[src/rtl/i2cm_pkg.sv]
// Shared types and constants for the I2C master transfer engine.
// Used by the front end, the bus engine and the top-level wrapper.
package i2cm_pkg;

  localparam int unsigned DEF_COUNT_BITS = 8;
  localparam int unsigned DEF_QUEUE_DEPTH = 2;

  localparam int unsigned CFG_IDX_W = 3;
  localparam int unsigned CFG_DATA_W = 8;

  localparam logic [CFG_IDX_W-1:0] REG_CLOCK_LOW = 3'd0;
  localparam logic [CFG_IDX_W-1:0] REG_CLOCK_HIGH = 3'd1;
  localparam logic [CFG_IDX_W-1:0] REG_DATA_SETUP = 3'd2;
  localparam logic [CFG_IDX_W-1:0] REG_BUS_FREE = 3'd3;
  localparam logic [CFG_IDX_W-1:0] REG_START_HOLD = 3'd4;
  localparam logic [CFG_IDX_W-1:0] REG_STOP_SETUP = 3'd5;

  typedef enum logic [1:0] {
    ACT_TICK   = 2'd0,
    ACT_BEGIN  = 2'd1,
    ACT_SUPPLY = 2'd2,
    ACT_NOP    = 2'd3
  } act_e;

  typedef struct packed {
    logic [7:0] clock_low;
    logic [7:0] clock_high;
    logic [7:0] data_setup;
    logic [7:0] bus_free;
    logic [7:0] start_hold;
    logic [7:0] stop_setup;
  } cfg_t;

  typedef struct packed {
    act_e       kind;
    logic [7:0] byte_val;
    logic       sda;
    logic       scl;
  } cmd_t;

  typedef struct packed {
    logic       sda_drive;
    logic       scl_drive;
    logic [7:0] rx_byte;
    logic       rx_valid;
    logic       need_byte;
    logic       busy;
    logic       done;
    logic       failed;
  } res_t;

endpackage

[src/rtl/i2cm_front.sv]
// Front end: classifies an incoming transaction into a compact command.
// Depends on i2cm_pkg.
module i2cm_front #(
  parameter int unsigned COUNT_BITS = i2cm_pkg::DEF_COUNT_BITS
) (
  input  logic [1:0]            action_i,
  input  logic [7:0]            addr_byte_i,
  input  logic [7:0]            byte_count_i,
  input  logic [7:0]            data_byte_i,
  input  logic                  sda_in_i,
  input  logic                  scl_in_i,
  output i2cm_pkg::cmd_t        cmd_o,
  output logic [COUNT_BITS-1:0] count_o
);
  import i2cm_pkg::*;

  localparam int unsigned EXT_W = (COUNT_BITS > 8) ? COUNT_BITS : 8;

  logic [EXT_W-1:0] count_ext;
  act_e             kind;

  assign kind      = act_e'(action_i);
  assign count_ext = EXT_W'(byte_count_i);

  always_comb begin
    cmd_o      = '0;
    cmd_o.kind = kind;
    count_o    = '0;
    unique case (kind)
      ACT_TICK: begin
        cmd_o.sda = sda_in_i;
        cmd_o.scl = scl_in_i;
      end
      ACT_BEGIN: begin
        cmd_o.byte_val = addr_byte_i;
        count_o        = count_ext[COUNT_BITS-1:0];
      end
      ACT_SUPPLY: begin
        cmd_o.byte_val = data_byte_i;
      end
      default: begin
      end
    endcase
  end

endmodule

[src/rtl/i2cm_queue.sv]
// Short command queue between the front end and the bus engine.
// Self-contained; no package dependency.
module i2cm_queue #(
  parameter int unsigned WIDTH = 16,
  parameter int unsigned DEPTH = 2
) (
  input  logic             clk_i,
  input  logic             rst_ni,
  input  logic             push_i,
  input  logic [WIDTH-1:0] push_data_i,
  output logic             full_o,
  input  logic             pop_i,
  output logic             valid_o,
  output logic [WIDTH-1:0] pop_data_o
);

  localparam int unsigned PW = (DEPTH > 1) ? $clog2(DEPTH) : 1;
  localparam int unsigned CW = $clog2(DEPTH + 1);

  logic [WIDTH-1:0] mem_q [DEPTH];
  logic [PW-1:0]    wr_ptr_q, wr_ptr_d, rd_ptr_q, rd_ptr_d;
  logic [CW-1:0]    count_q, count_d;
  logic             do_push, do_pop;

  assign full_o     = (count_q == CW'(DEPTH));
  assign valid_o    = (count_q != '0);
  assign do_push    = push_i && !full_o;
  assign do_pop     = pop_i && valid_o;
  assign pop_data_o = mem_q[rd_ptr_q];

  always_comb begin
    wr_ptr_d = wr_ptr_q;
    rd_ptr_d = rd_ptr_q;
    count_d  = count_q;
    if (do_push) begin
      wr_ptr_d = (wr_ptr_q == PW'(DEPTH - 1)) ? '0 : wr_ptr_q + PW'(1);
    end
    if (do_pop) begin
      rd_ptr_d = (rd_ptr_q == PW'(DEPTH - 1)) ? '0 : rd_ptr_q + PW'(1);
    end
    if (do_push && !do_pop) begin
      count_d = count_q + CW'(1);
    end else if (do_pop && !do_push) begin
      count_d = count_q - CW'(1);
    end
  end

  always_ff @(posedge clk_i or negedge rst_ni) begin
    if (!rst_ni) begin
      wr_ptr_q <= '0;
      rd_ptr_q <= '0;
      count_q  <= '0;
    end else begin
      wr_ptr_q <= wr_ptr_d;
      rd_ptr_q <= rd_ptr_d;
      count_q  <= count_d;
    end
  end

  always_ff @(posedge clk_i) begin
    if (do_push) begin
      mem_q[wr_ptr_q] <= push_data_i;
    end
  end

endmodule

[src/rtl/i2cm_back.sv]
// Bus engine: runs the I2C phase sequencer one command per cycle while its result register
// is free or being read. Holds the result in an output register. Depends on i2cm_pkg.
module i2cm_back #(
  parameter int unsigned COUNT_BITS = i2cm_pkg::DEF_COUNT_BITS
) (
  input  logic                  clk_i,
  input  logic                  rst_ni,
  input  i2cm_pkg::cfg_t        cfg_i,
  input  logic                  cmd_valid_i,
  input  i2cm_pkg::cmd_t        cmd_i,
  input  logic [COUNT_BITS-1:0] count_i,
  output logic                  cmd_pop_o,
  output logic                  res_valid_o,
  input  logic                  res_ready_i,
  output i2cm_pkg::res_t        res_o
);
  import i2cm_pkg::*;

  localparam logic [4:0] PH_IDLE    = 5'd0;
  localparam logic [4:0] PH_FREE    = 5'd1;
  localparam logic [4:0] PH_SHOLD   = 5'd2;
  localparam logic [4:0] PH_SLOW    = 5'd3;
  localparam logic [4:0] PH_WSETUP  = 5'd4;
  localparam logic [4:0] PH_WRISE   = 5'd5;
  localparam logic [4:0] PH_WHIGH   = 5'd6;
  localparam logic [4:0] PH_WLOW    = 5'd7;
  localparam logic [4:0] PH_ASETUP  = 5'd8;
  localparam logic [4:0] PH_ARISE   = 5'd9;
  localparam logic [4:0] PH_AHIGH   = 5'd10;
  localparam logic [4:0] PH_ALOW    = 5'd11;
  localparam logic [4:0] PH_NEED    = 5'd12;
  localparam logic [4:0] PH_RRISE   = 5'd13;
  localparam logic [4:0] PH_RHIGH   = 5'd14;
  localparam logic [4:0] PH_RLOW    = 5'd15;
  localparam logic [4:0] PH_STPREP  = 5'd16;
  localparam logic [4:0] PH_STSETUP = 5'd17;

  function automatic logic [7:0] at_least_one(input logic [7:0] t);
    return (t == 8'd0) ? 8'd1 : t;
  endfunction

  logic [4:0]            phase_q, phase_d;
  logic [7:0]            timer_q, timer_d;
  logic [3:0]            bit_q, bit_d;
  logic [7:0]            shift_q, shift_d;
  logic [COUNT_BITS-1:0] left_q, left_d;
  logic                  read_q, read_d;
  logic                  sda_q, sda_d;
  logic                  scl_q, scl_d;
  logic                  astage_q, astage_d;
  logic                  fail_q, fail_d;
  logic                  ev_rx, ev_done, rd_last;
  logic                  out_valid_q, out_valid_d;
  res_t                  res_q, res_d;

  assign cmd_pop_o   = cmd_valid_i && (!out_valid_q || res_ready_i);
  assign res_valid_o = out_valid_q;
  assign res_o       = res_q;
  assign rd_last     = (left_q == COUNT_BITS'(1));

  always_comb begin
    phase_d  = phase_q;
    timer_d  = timer_q;
    bit_d    = bit_q;
    shift_d  = shift_q;
    left_d   = left_q;
    read_d   = read_q;
    sda_d    = sda_q;
    scl_d    = scl_q;
    astage_d = astage_q;
    fail_d   = fail_q;
    ev_rx    = 1'b0;
    ev_done  = 1'b0;

    unique case (cmd_i.kind)
      ACT_TICK: begin
        if (phase_q == PH_IDLE || phase_q == PH_NEED) begin
        end else if (phase_q == PH_WRISE || phase_q == PH_ARISE || phase_q == PH_RRISE) begin
          if (cmd_i.scl) begin
            if (phase_q == PH_ARISE) begin
              fail_d = cmd_i.sda;
            end
            phase_d = phase_q + 5'd1;
            scl_d   = 1'b1;
            timer_d = at_least_one(cfg_i.clock_high);
          end
        end else if (timer_q > 8'd1) begin
          timer_d = timer_q - 8'd1;
        end else begin
          unique case (phase_q)
            PH_FREE: begin
              phase_d = PH_SHOLD; sda_d = 1'b0; scl_d = 1'b1;
              timer_d = at_least_one(cfg_i.start_hold);
            end
            PH_SHOLD: begin
              phase_d = PH_SLOW; sda_d = 1'b0; scl_d = 1'b0;
              timer_d = at_least_one(cfg_i.clock_low);
            end
            PH_SLOW: begin
              bit_d   = '0;
              phase_d = PH_WSETUP; sda_d = shift_q[7]; scl_d = 1'b0;
              timer_d = at_least_one(cfg_i.data_setup);
            end
            PH_WSETUP: begin
              phase_d = PH_WRISE; sda_d = shift_q[7]; scl_d = 1'b1; timer_d = 8'd1;
            end
            PH_WHIGH: begin
              phase_d = PH_WLOW; sda_d = shift_q[7]; scl_d = 1'b0;
              timer_d = at_least_one(cfg_i.clock_low);
            end
            PH_WLOW: begin
              shift_d = {shift_q[6:0], 1'b0};
              bit_d   = bit_q + 4'd1;
              if (bit_d < 4'd8) begin
                phase_d = PH_WSETUP; sda_d = shift_d[7]; scl_d = 1'b0;
                timer_d = at_least_one(cfg_i.data_setup);
              end else if (read_q && !astage_q) begin
                left_d = left_q - COUNT_BITS'(1);
                if (left_d == '0) begin
                  phase_d = PH_STPREP; sda_d = 1'b0; scl_d = 1'b0;
                  timer_d = at_least_one(cfg_i.data_setup);
                end else begin
                  bit_d = '0; shift_d = '0;
                  phase_d = PH_RRISE; sda_d = 1'b1; scl_d = 1'b1; timer_d = 8'd1;
                end
              end else begin
                phase_d = PH_ASETUP; sda_d = 1'b1; scl_d = 1'b0;
                timer_d = at_least_one(cfg_i.clock_low);
              end
            end
            PH_ASETUP: begin
              phase_d = PH_ARISE; sda_d = 1'b1; scl_d = 1'b1; timer_d = 8'd1;
            end
            PH_AHIGH: begin
              phase_d = PH_ALOW; sda_d = 1'b1; scl_d = 1'b0;
              timer_d = at_least_one(cfg_i.clock_low);
            end
            PH_ALOW: begin
              if (!fail_q) begin
                astage_d = 1'b0;
              end
              if (fail_q || left_q == '0) begin
                phase_d = PH_STPREP; sda_d = 1'b0; scl_d = 1'b0;
                timer_d = at_least_one(cfg_i.data_setup);
              end else if (read_q && astage_q) begin
                bit_d = '0; shift_d = '0;
                phase_d = PH_RRISE; sda_d = 1'b1; scl_d = 1'b1; timer_d = 8'd1;
              end else begin
                phase_d = PH_NEED; sda_d = 1'b1; scl_d = 1'b0; timer_d = 8'd1;
              end
            end
            PH_RHIGH: begin
              shift_d = {shift_q[6:0], cmd_i.sda};
              bit_d   = bit_q + 4'd1;
              ev_rx   = (bit_d >= 4'd8);
              phase_d = PH_RLOW; sda_d = 1'b1; scl_d = 1'b0;
              timer_d = at_least_one(cfg_i.clock_low);
            end
            PH_RLOW: begin
              if (bit_q < 4'd8) begin
                phase_d = PH_RRISE; sda_d = 1'b1; scl_d = 1'b1; timer_d = 8'd1;
              end else begin
                shift_d = {rd_last, 7'd0};
                bit_d   = 4'd7;
                phase_d = PH_WSETUP; sda_d = rd_last; scl_d = 1'b0;
                timer_d = at_least_one(cfg_i.data_setup);
              end
            end
            PH_STPREP: begin
              phase_d = PH_STSETUP; sda_d = 1'b0; scl_d = 1'b1;
              timer_d = at_least_one(cfg_i.stop_setup);
            end
            PH_STSETUP: begin
              phase_d = PH_IDLE; sda_d = 1'b1; scl_d = 1'b1; timer_d = '0;
              ev_done = 1'b1;
            end
            default: begin
              phase_d = PH_IDLE; sda_d = 1'b1; scl_d = 1'b1; timer_d = '0;
            end
          endcase
        end
      end
      ACT_BEGIN: begin
        if (phase_q == PH_IDLE) begin
          shift_d  = cmd_i.byte_val;
          left_d   = count_i;
          read_d   = cmd_i.byte_val[0];
          astage_d = 1'b1;
          fail_d   = 1'b0;
          bit_d    = '0;
          phase_d  = PH_FREE; sda_d = 1'b1; scl_d = 1'b1;
          timer_d  = at_least_one(cfg_i.bus_free);
        end
      end
      ACT_SUPPLY: begin
        if (phase_q == PH_NEED) begin
          shift_d = cmd_i.byte_val;
          left_d  = left_q - COUNT_BITS'(1);
          bit_d   = '0;
          phase_d = PH_WSETUP; sda_d = cmd_i.byte_val[7]; scl_d = 1'b0;
          timer_d = at_least_one(cfg_i.data_setup);
        end
      end
      default: begin
      end
    endcase

    res_d.sda_drive = sda_d;
    res_d.scl_drive = scl_d;
    res_d.rx_byte   = ev_rx ? shift_d : 8'd0;
    res_d.rx_valid  = ev_rx;
    res_d.need_byte = (phase_d == PH_NEED);
    res_d.busy      = (phase_d != PH_IDLE);
    res_d.done      = ev_done;
    res_d.failed    = ev_done && fail_d;

    if (cmd_pop_o) begin
      out_valid_d = 1'b1;
    end else if (res_ready_i) begin
      out_valid_d = 1'b0;
    end else begin
      out_valid_d = out_valid_q;
    end
  end

  always_ff @(posedge clk_i or negedge rst_ni) begin
    if (!rst_ni) begin
      phase_q     <= PH_IDLE;
      timer_q     <= '0;
      bit_q       <= '0;
      shift_q     <= '0;
      left_q      <= '0;
      read_q      <= 1'b0;
      sda_q       <= 1'b1;
      scl_q       <= 1'b1;
      astage_q    <= 1'b0;
      fail_q      <= 1'b0;
      out_valid_q <= 1'b0;
    end else begin
      out_valid_q <= out_valid_d;
      if (cmd_pop_o) begin
        phase_q  <= phase_d;
        timer_q  <= timer_d;
        bit_q    <= bit_d;
        shift_q  <= shift_d;
        left_q   <= left_d;
        read_q   <= read_d;
        sda_q    <= sda_d;
        scl_q    <= scl_d;
        astage_q <= astage_d;
        fail_q   <= fail_d;
      end
    end
  end

  always_ff @(posedge clk_i) begin
    if (cmd_pop_o) begin
      res_q <= res_d;
    end
  end

endmodule

[src/rtl/i2c_master_transfer.sv]
// An accepted transaction is first written into the queue; the engine then takes it from the queue
// and updates the result register, which holds the result until out_ready_i takes it.
// Throughput: one transaction per cycle while the queue is not full and the result is not stalled.
// Reset (rst_ni low, asynchronous): engine idle, both lines released, queue and result empty,
// timing registers at 5, 4, 1, 5, 4, 4 ticks.
// Depends on i2cm_pkg, i2cm_front, i2cm_queue and i2cm_back.
module i2c_master_transfer #(
  parameter int unsigned COUNT_BITS  = i2cm_pkg::DEF_COUNT_BITS,
  parameter int unsigned QUEUE_DEPTH = i2cm_pkg::DEF_QUEUE_DEPTH
) (
  input  logic                           clk_i,
  input  logic                           rst_ni,
  input  logic                           cfg_we_i,
  input  logic [i2cm_pkg::CFG_IDX_W-1:0]  cfg_addr_i,
  input  logic [i2cm_pkg::CFG_DATA_W-1:0] cfg_wdata_i,
  input  logic                           in_valid_i,
  output logic                           in_ready_o,
  input  logic [1:0]                     action_i,
  input  logic [7:0]                     addr_byte_i,
  input  logic [7:0]                     byte_count_i,
  input  logic [7:0]                     data_byte_i,
  input  logic                           sda_in_i,
  input  logic                           scl_in_i,
  output logic                           out_valid_o,
  input  logic                           out_ready_i,
  output logic                           sda_drive_o,
  output logic                           scl_drive_o,
  output logic [7:0]                     rx_byte_o,
  output logic                           rx_valid_o,
  output logic                           need_byte_o,
  output logic                           busy_res_o,
  output logic                           done_res_o,
  output logic                           failed_o
);
  import i2cm_pkg::*;

  localparam int unsigned ENTRY_W = $bits(cmd_t) + COUNT_BITS;

  cfg_t                  cfg_q;
  cmd_t                  front_cmd, back_cmd;
  logic [COUNT_BITS-1:0] front_count, back_count;
  logic [ENTRY_W-1:0]    q_in, q_out;
  logic                  q_full, q_valid, q_pop;
  res_t                  res;

  always_ff @(posedge clk_i or negedge rst_ni) begin
    if (!rst_ni) begin
      cfg_q.clock_low  <= 8'd5;
      cfg_q.clock_high <= 8'd4;
      cfg_q.data_setup <= 8'd1;
      cfg_q.bus_free   <= 8'd5;
      cfg_q.start_hold <= 8'd4;
      cfg_q.stop_setup <= 8'd4;
    end else if (cfg_we_i) begin
      unique case (cfg_addr_i)
        REG_CLOCK_LOW:  cfg_q.clock_low  <= cfg_wdata_i;
        REG_CLOCK_HIGH: cfg_q.clock_high <= cfg_wdata_i;
        REG_DATA_SETUP: cfg_q.data_setup <= cfg_wdata_i;
        REG_BUS_FREE:   cfg_q.bus_free   <= cfg_wdata_i;
        REG_START_HOLD: cfg_q.start_hold <= cfg_wdata_i;
        REG_STOP_SETUP: cfg_q.stop_setup <= cfg_wdata_i;
        default: begin
        end
      endcase
    end
  end

  i2cm_front #(
    .COUNT_BITS(COUNT_BITS)
  ) u_front (
    .action_i     (action_i),
    .addr_byte_i  (addr_byte_i),
    .byte_count_i (byte_count_i),
    .data_byte_i  (data_byte_i),
    .sda_in_i     (sda_in_i),
    .scl_in_i     (scl_in_i),
    .cmd_o        (front_cmd),
    .count_o      (front_count)
  );

  assign q_in       = {front_cmd, front_count};
  assign in_ready_o = !q_full;

  i2cm_queue #(
    .WIDTH (ENTRY_W),
    .DEPTH (QUEUE_DEPTH)
  ) u_queue (
    .clk_i       (clk_i),
    .rst_ni      (rst_ni),
    .push_i      (in_valid_i),
    .push_data_i (q_in),
    .full_o      (q_full),
    .pop_i       (q_pop),
    .valid_o     (q_valid),
    .pop_data_o  (q_out)
  );

  assign back_cmd   = q_out[ENTRY_W-1:COUNT_BITS];
  assign back_count = q_out[COUNT_BITS-1:0];

  i2cm_back #(
    .COUNT_BITS(COUNT_BITS)
  ) u_back (
    .clk_i       (clk_i),
    .rst_ni      (rst_ni),
    .cfg_i       (cfg_q),
    .cmd_valid_i (q_valid),
    .cmd_i       (back_cmd),
    .count_i     (back_count),
    .cmd_pop_o   (q_pop),
    .res_valid_o (out_valid_o),
    .res_ready_i (out_ready_i),
    .res_o       (res)
  );

  assign sda_drive_o = res.sda_drive;
  assign scl_drive_o = res.scl_drive;
  assign rx_byte_o   = res.rx_byte;
  assign rx_valid_o  = res.rx_valid;
  assign need_byte_o = res.need_byte;
  assign busy_res_o  = res.busy;
  assign done_res_o  = res.done;
  assign failed_o    = res.failed;

endmodule

[config.mk]
export PLATFORM = sky130hd
export DESIGN_NAME = i2c_master_transfer
export DESIGN_NICKNAME = d
export VERILOG_FILES = /design/src/rtl/i2cm_pkg.sv /design/src/rtl/i2cm_front.sv /design/src/rtl/i2cm_queue.sv /design/src/rtl/i2cm_back.sv /design/src/rtl/i2c_master_transfer.sv
export SDC_FILE = /design/constraint.sdc
export NUM_CORES = 1
export LEC_CHECK = 0
export BUFFER_PORTS_ARGS = -buffer_cell sky130_fd_sc_hd__clkbuf_2
export CORE_MARGIN = 5
export CORE_UTILIZATION = 31
export CTS_BUF_LIST = sky130_fd_sc_hd__clkbuf_4 sky130_fd_sc_hd__clkbuf_8
export CTS_CLUSTER_DIAMETER = 50
export DETAILED_ROUTE_END_ITERATION = 8
export GPL_TIMING_DRIVEN = 0
export PLACE_DENSITY = 0.52
export SYNTH_ARGS = -nofsm -noshare
export SYNTH_HDL_FRONTEND = slang
export SYNTH_SLANG_ARGS = --single-unit
[constraint.sdc]
create_clock -name clk_i -period 5 [get_ports clk_i]
set_input_delay 1.25 -clock clk_i [delete_from_list [all_inputs] [get_ports clk_i]]
set_output_delay 1.25 -clock clk_i [all_outputs]
set_load 0.05 [all_outputs]
==> impl_metrics.yaml <==
grt:
  grt_start_max_net_pins: 57
  grt_overflow: 0
  grt_antenna_before_repair: 0
  grt_first_pass_wirelength_um: 40200
  grt_usage: 0.163
  first_global_vias: 6922
pwr:
  powerDensity_mw_per_mm2: 547
  ir_drop_mv: 0.260
  p_leak_nw: 3.77
  power.total_w: 0.00541
setup_path:
  cells_along_the_critical_path: "clkbuf_1, buf_1, buf_2, mux2i_1, ha_1, inv_1, nor2_1, o211ai_1, o311ai_1, a2111oi_4, nor3b_2"
  path_max_fanout: 10
  critPathCaptureType: "register"
  slowest_stage: "sky130_fd_sc_hd__o311ai_1"
  logic_depth_of_the_worst_register_to_register_path: 11
  timing.critical_path.arrival_ns: 4.54
  required_ns: 5.20
  rr_startpoint: "u_queue.rd_ptr_q"
  timing.critical_path.from: "u_queue.rd_ptr_q"
  critical_path.startpoint_type: "register"
  crit_type: "reg2reg"
  max_stage_delay_ns: 0.60
  worstSetupEndpoint: "u_back.res_o[3]"
  rr_endpoint: "u_back.res_o[3]"
  rrSetupSlack_ns: 0.66
job:
  max-cap-violations: 0
sta:
  finalSetupViolations: 0
  fin_tns_setup_ns: 0
  fin_crit_share: 0.867
  period_minus_slack_ns: 4.34
  clock-skew-final_ns: 0.0187
  worst_pin_slew_ns: 1.35
  drv_slew: 0
  grt_setup_unrepaired: "false"
  holdWs_ns: 0.516
  hold_violations: 0
  max_freq_mhz: 231
  max_slew_margin: 0.103
clock_network:
  post_cts_repair_timing_setup_buffer_count: 0
  worst_skew_pair.late_latency_ns: 0.47
  post_cts_resize_count: 0
  tritoncts: "yes"
  hold_buffers: 0
  total_clock_sinks: 146
  cts_buffers: 17
  ctsRootBufferMaster: "sky130_fd_sc_hd__clkbuf_8"
  h-tree-depth: 4
  cts_buffer_depth: 2
  cts.reportedPaths.clkPinSlew_ns: 0.09
floorplan:
  core-area_mm2: 0.0276
  die_w_um: 177
  die_h_um: 177
  initial_utilization: 0.312
  fp.dieArea_mm2: 0.0312
  ioPinCount: 61
  row_count: 61
yosys:
  synth.avg_cell_area_um2: 10.1
  synth-warning-count: 0
  flop_and_latch_count_out_of_synthesis: 146
  postSynthCellCount: 851
  post_synth_instance_area_mm2: 0.00862
  synth-edff-count: 55
  synth_seq_area_share: 0.457
  synth_top_area_share: 0.235
  synthArstFlopShare: 0.623
  synth.area.top_cells: "sky130_fd_sc_hd__dfrtp_1 24%, sky130_fd_sc_hd__edfxtp_1 19%, sky130_fd_sc_hd__mux2_2 7.1%, sky130_fd_sc_hd__nand2_1 3.3%, sky130_fd_sc_hd__dfstp_2 3.0%"
  synth_top_cell_by_area: "sky130_fd_sc_hd__dfrtp_1"
  syn_nets: 913
  synth.lib_cells_used.distinct: 85
  synth-main-ff-cell: "sky130_fd_sc_hd__dfrtp_1"
drt:
  drtPass1Iterations: 6
  detail_route.drc_violations: 0
  wire_per_inst_um: 19.3
  initialDrtViolationCount: 618
  routed-via-count: 7211
  routed_wirelength_um: 25500
  viasPerCell: 5.45
  route.antenna.remaining_nets: 0
cells_and_area:
  layout.cells.most_common: "sky130_fd_sc_hd__dfrtp_1"
  share_of_final_layout_standard_cells_stronger_than_drive_strength_1: 0.207
  layout_common_cells: "81 x sky130_fd_sc_hd__dfrtp_1, 75 x sky130_fd_sc_hd__nand2_1, 57 x sky130_fd_sc_hd__clkbuf_2, 55 x sky130_fd_sc_hd__edfxtp_1, 54 x sky130_fd_sc_hd__mux2_2"
  layout.nets: 993
  finish.utilization: 0.358
  layout.cell_area.non_filler_mm2: 0.00988
  diodes: 0
  syn_to_final_growth_pct: 14.7
run_status:
  run_status: "finished clean"
place:
  dpl-instance-area_mm2: 0.00943
  place.gp.congestion: 0.885
  dp.final_hpwl_um: 18800
  port_buffers: 58
min_path:
  hp-class: "reg2reg"
  hold_path.startpoint: "u_queue.wr_ptr_q"
  hold_path_depth: 1
[layer usage]
metal / up-vias / global-route usage / wire length (um)
li1: 3387 / - / -
met1: 3538 / 0.232 / 11800
met2: 254 / 0.254 / 11800
met3: 32 / 0.0323 / 1420
met4: 0 / 0.0464 / 474
met5: - / 0 / 0
[report_power, final]
part / leakage [nW] / internal [W] / switching, W
sequential: 1.64 / 0.00163 / 0.000269
clock: 0.225 / 0.000526 / 0.000532
combinational: 1.91 / 0.000874 / 0.00158
[cells in the mapped netlist, drive strengths merged, types with 11 or more instances]
cell and count:
o211ai 19, nand2 76, nand3 15, mux2 54
nand2b 14, a31oi 11, nor2b 17, ha 18
inv 29, o21ai 50, nor2 53, mux2i 17
clkbuf 35, and2 18, dfrtp 81, a21o 11
nor3 17, a21oi 50, a22oi 15, buf 15
edfxtp 55, nor4 13
[registers in the layout (all words and copies together), names as in the netlist]
name                flops
u_back.fail_q           1
u_back.bit_q            4
u_back.astage_q         1
u_back.left_q           8
u_queue.mem_q          40
u_back.timer_q          8
u_queue.count_q         2
u_back.scl_q            1
u_queue.rd_ptr_q        1
u_back.res_o           15
cfg_q                  48
u_back.phase_q          5
u_queue.wr_ptr_q        1
u_back.read_q           1
u_back.res_valid_o      1
u_back.shift_q          8
u_back.sda_q            1
[worst min path at each step]
| stage | endpoint | slack [ns] |
|---|---|---|
| global route | u_queue.wr_ptr_q | 0.53 |
| finish | u_queue.wr_ptr_q | 0.52 |
| global placement | u_queue.wr_ptr_q | 0.48 |
| floorplan | u_queue.wr_ptr_q | 0.46 |
| CTS | u_queue.wr_ptr_q | 0.52 |
| detailed placement | u_back.res_valid_o | 0.49 |
[worst max-delay path: cells and delay by family, from the launching register on]
family	cells	cell delay (ns)
DFF	1	0.33
muxes	1	0.39
and+or+nand+nor	2	0.75
buffers and inverters	4	1.38
AOI/OAI and AO/OA	3	0.91
adders and majority gates	1	0.31
[per-stage QoR]
stage	worst slack, ns	cells
6_report	0.665	1322
5_1_grt	0.409	1322
4_1_cts	0.682	1321
3_5_place_dp	0.710	1289
3_3_place_gp	0.722	1287
2_1_floorplan	1.65	851
[final cells by class]
cell class	instances	area [um2]
fill	2889	17700
inverter	30	113
clock buffer	18	248
multi-input combinational	625	4360
sequential	146	3940
clock inverter	14	190
buffer	50	214
timing repair buffer	61	340
tap	378	473
[cell families after synthesis]
family | after synthesis | share of synthesized area
buffers and inverters | 80 | 0.0379
AOI/OAI and AO/OA | 244 | 0.202
adders and majority gates | 18 | 0.0261
DFF | 146 | 0.457
and+or+nand+nor | 278 | 0.173
xor gates and xnor gates | 14 | 0.0142
muxes | 71 | 0.0903
No activity file was read; power rests on OpenSTA's default activity.
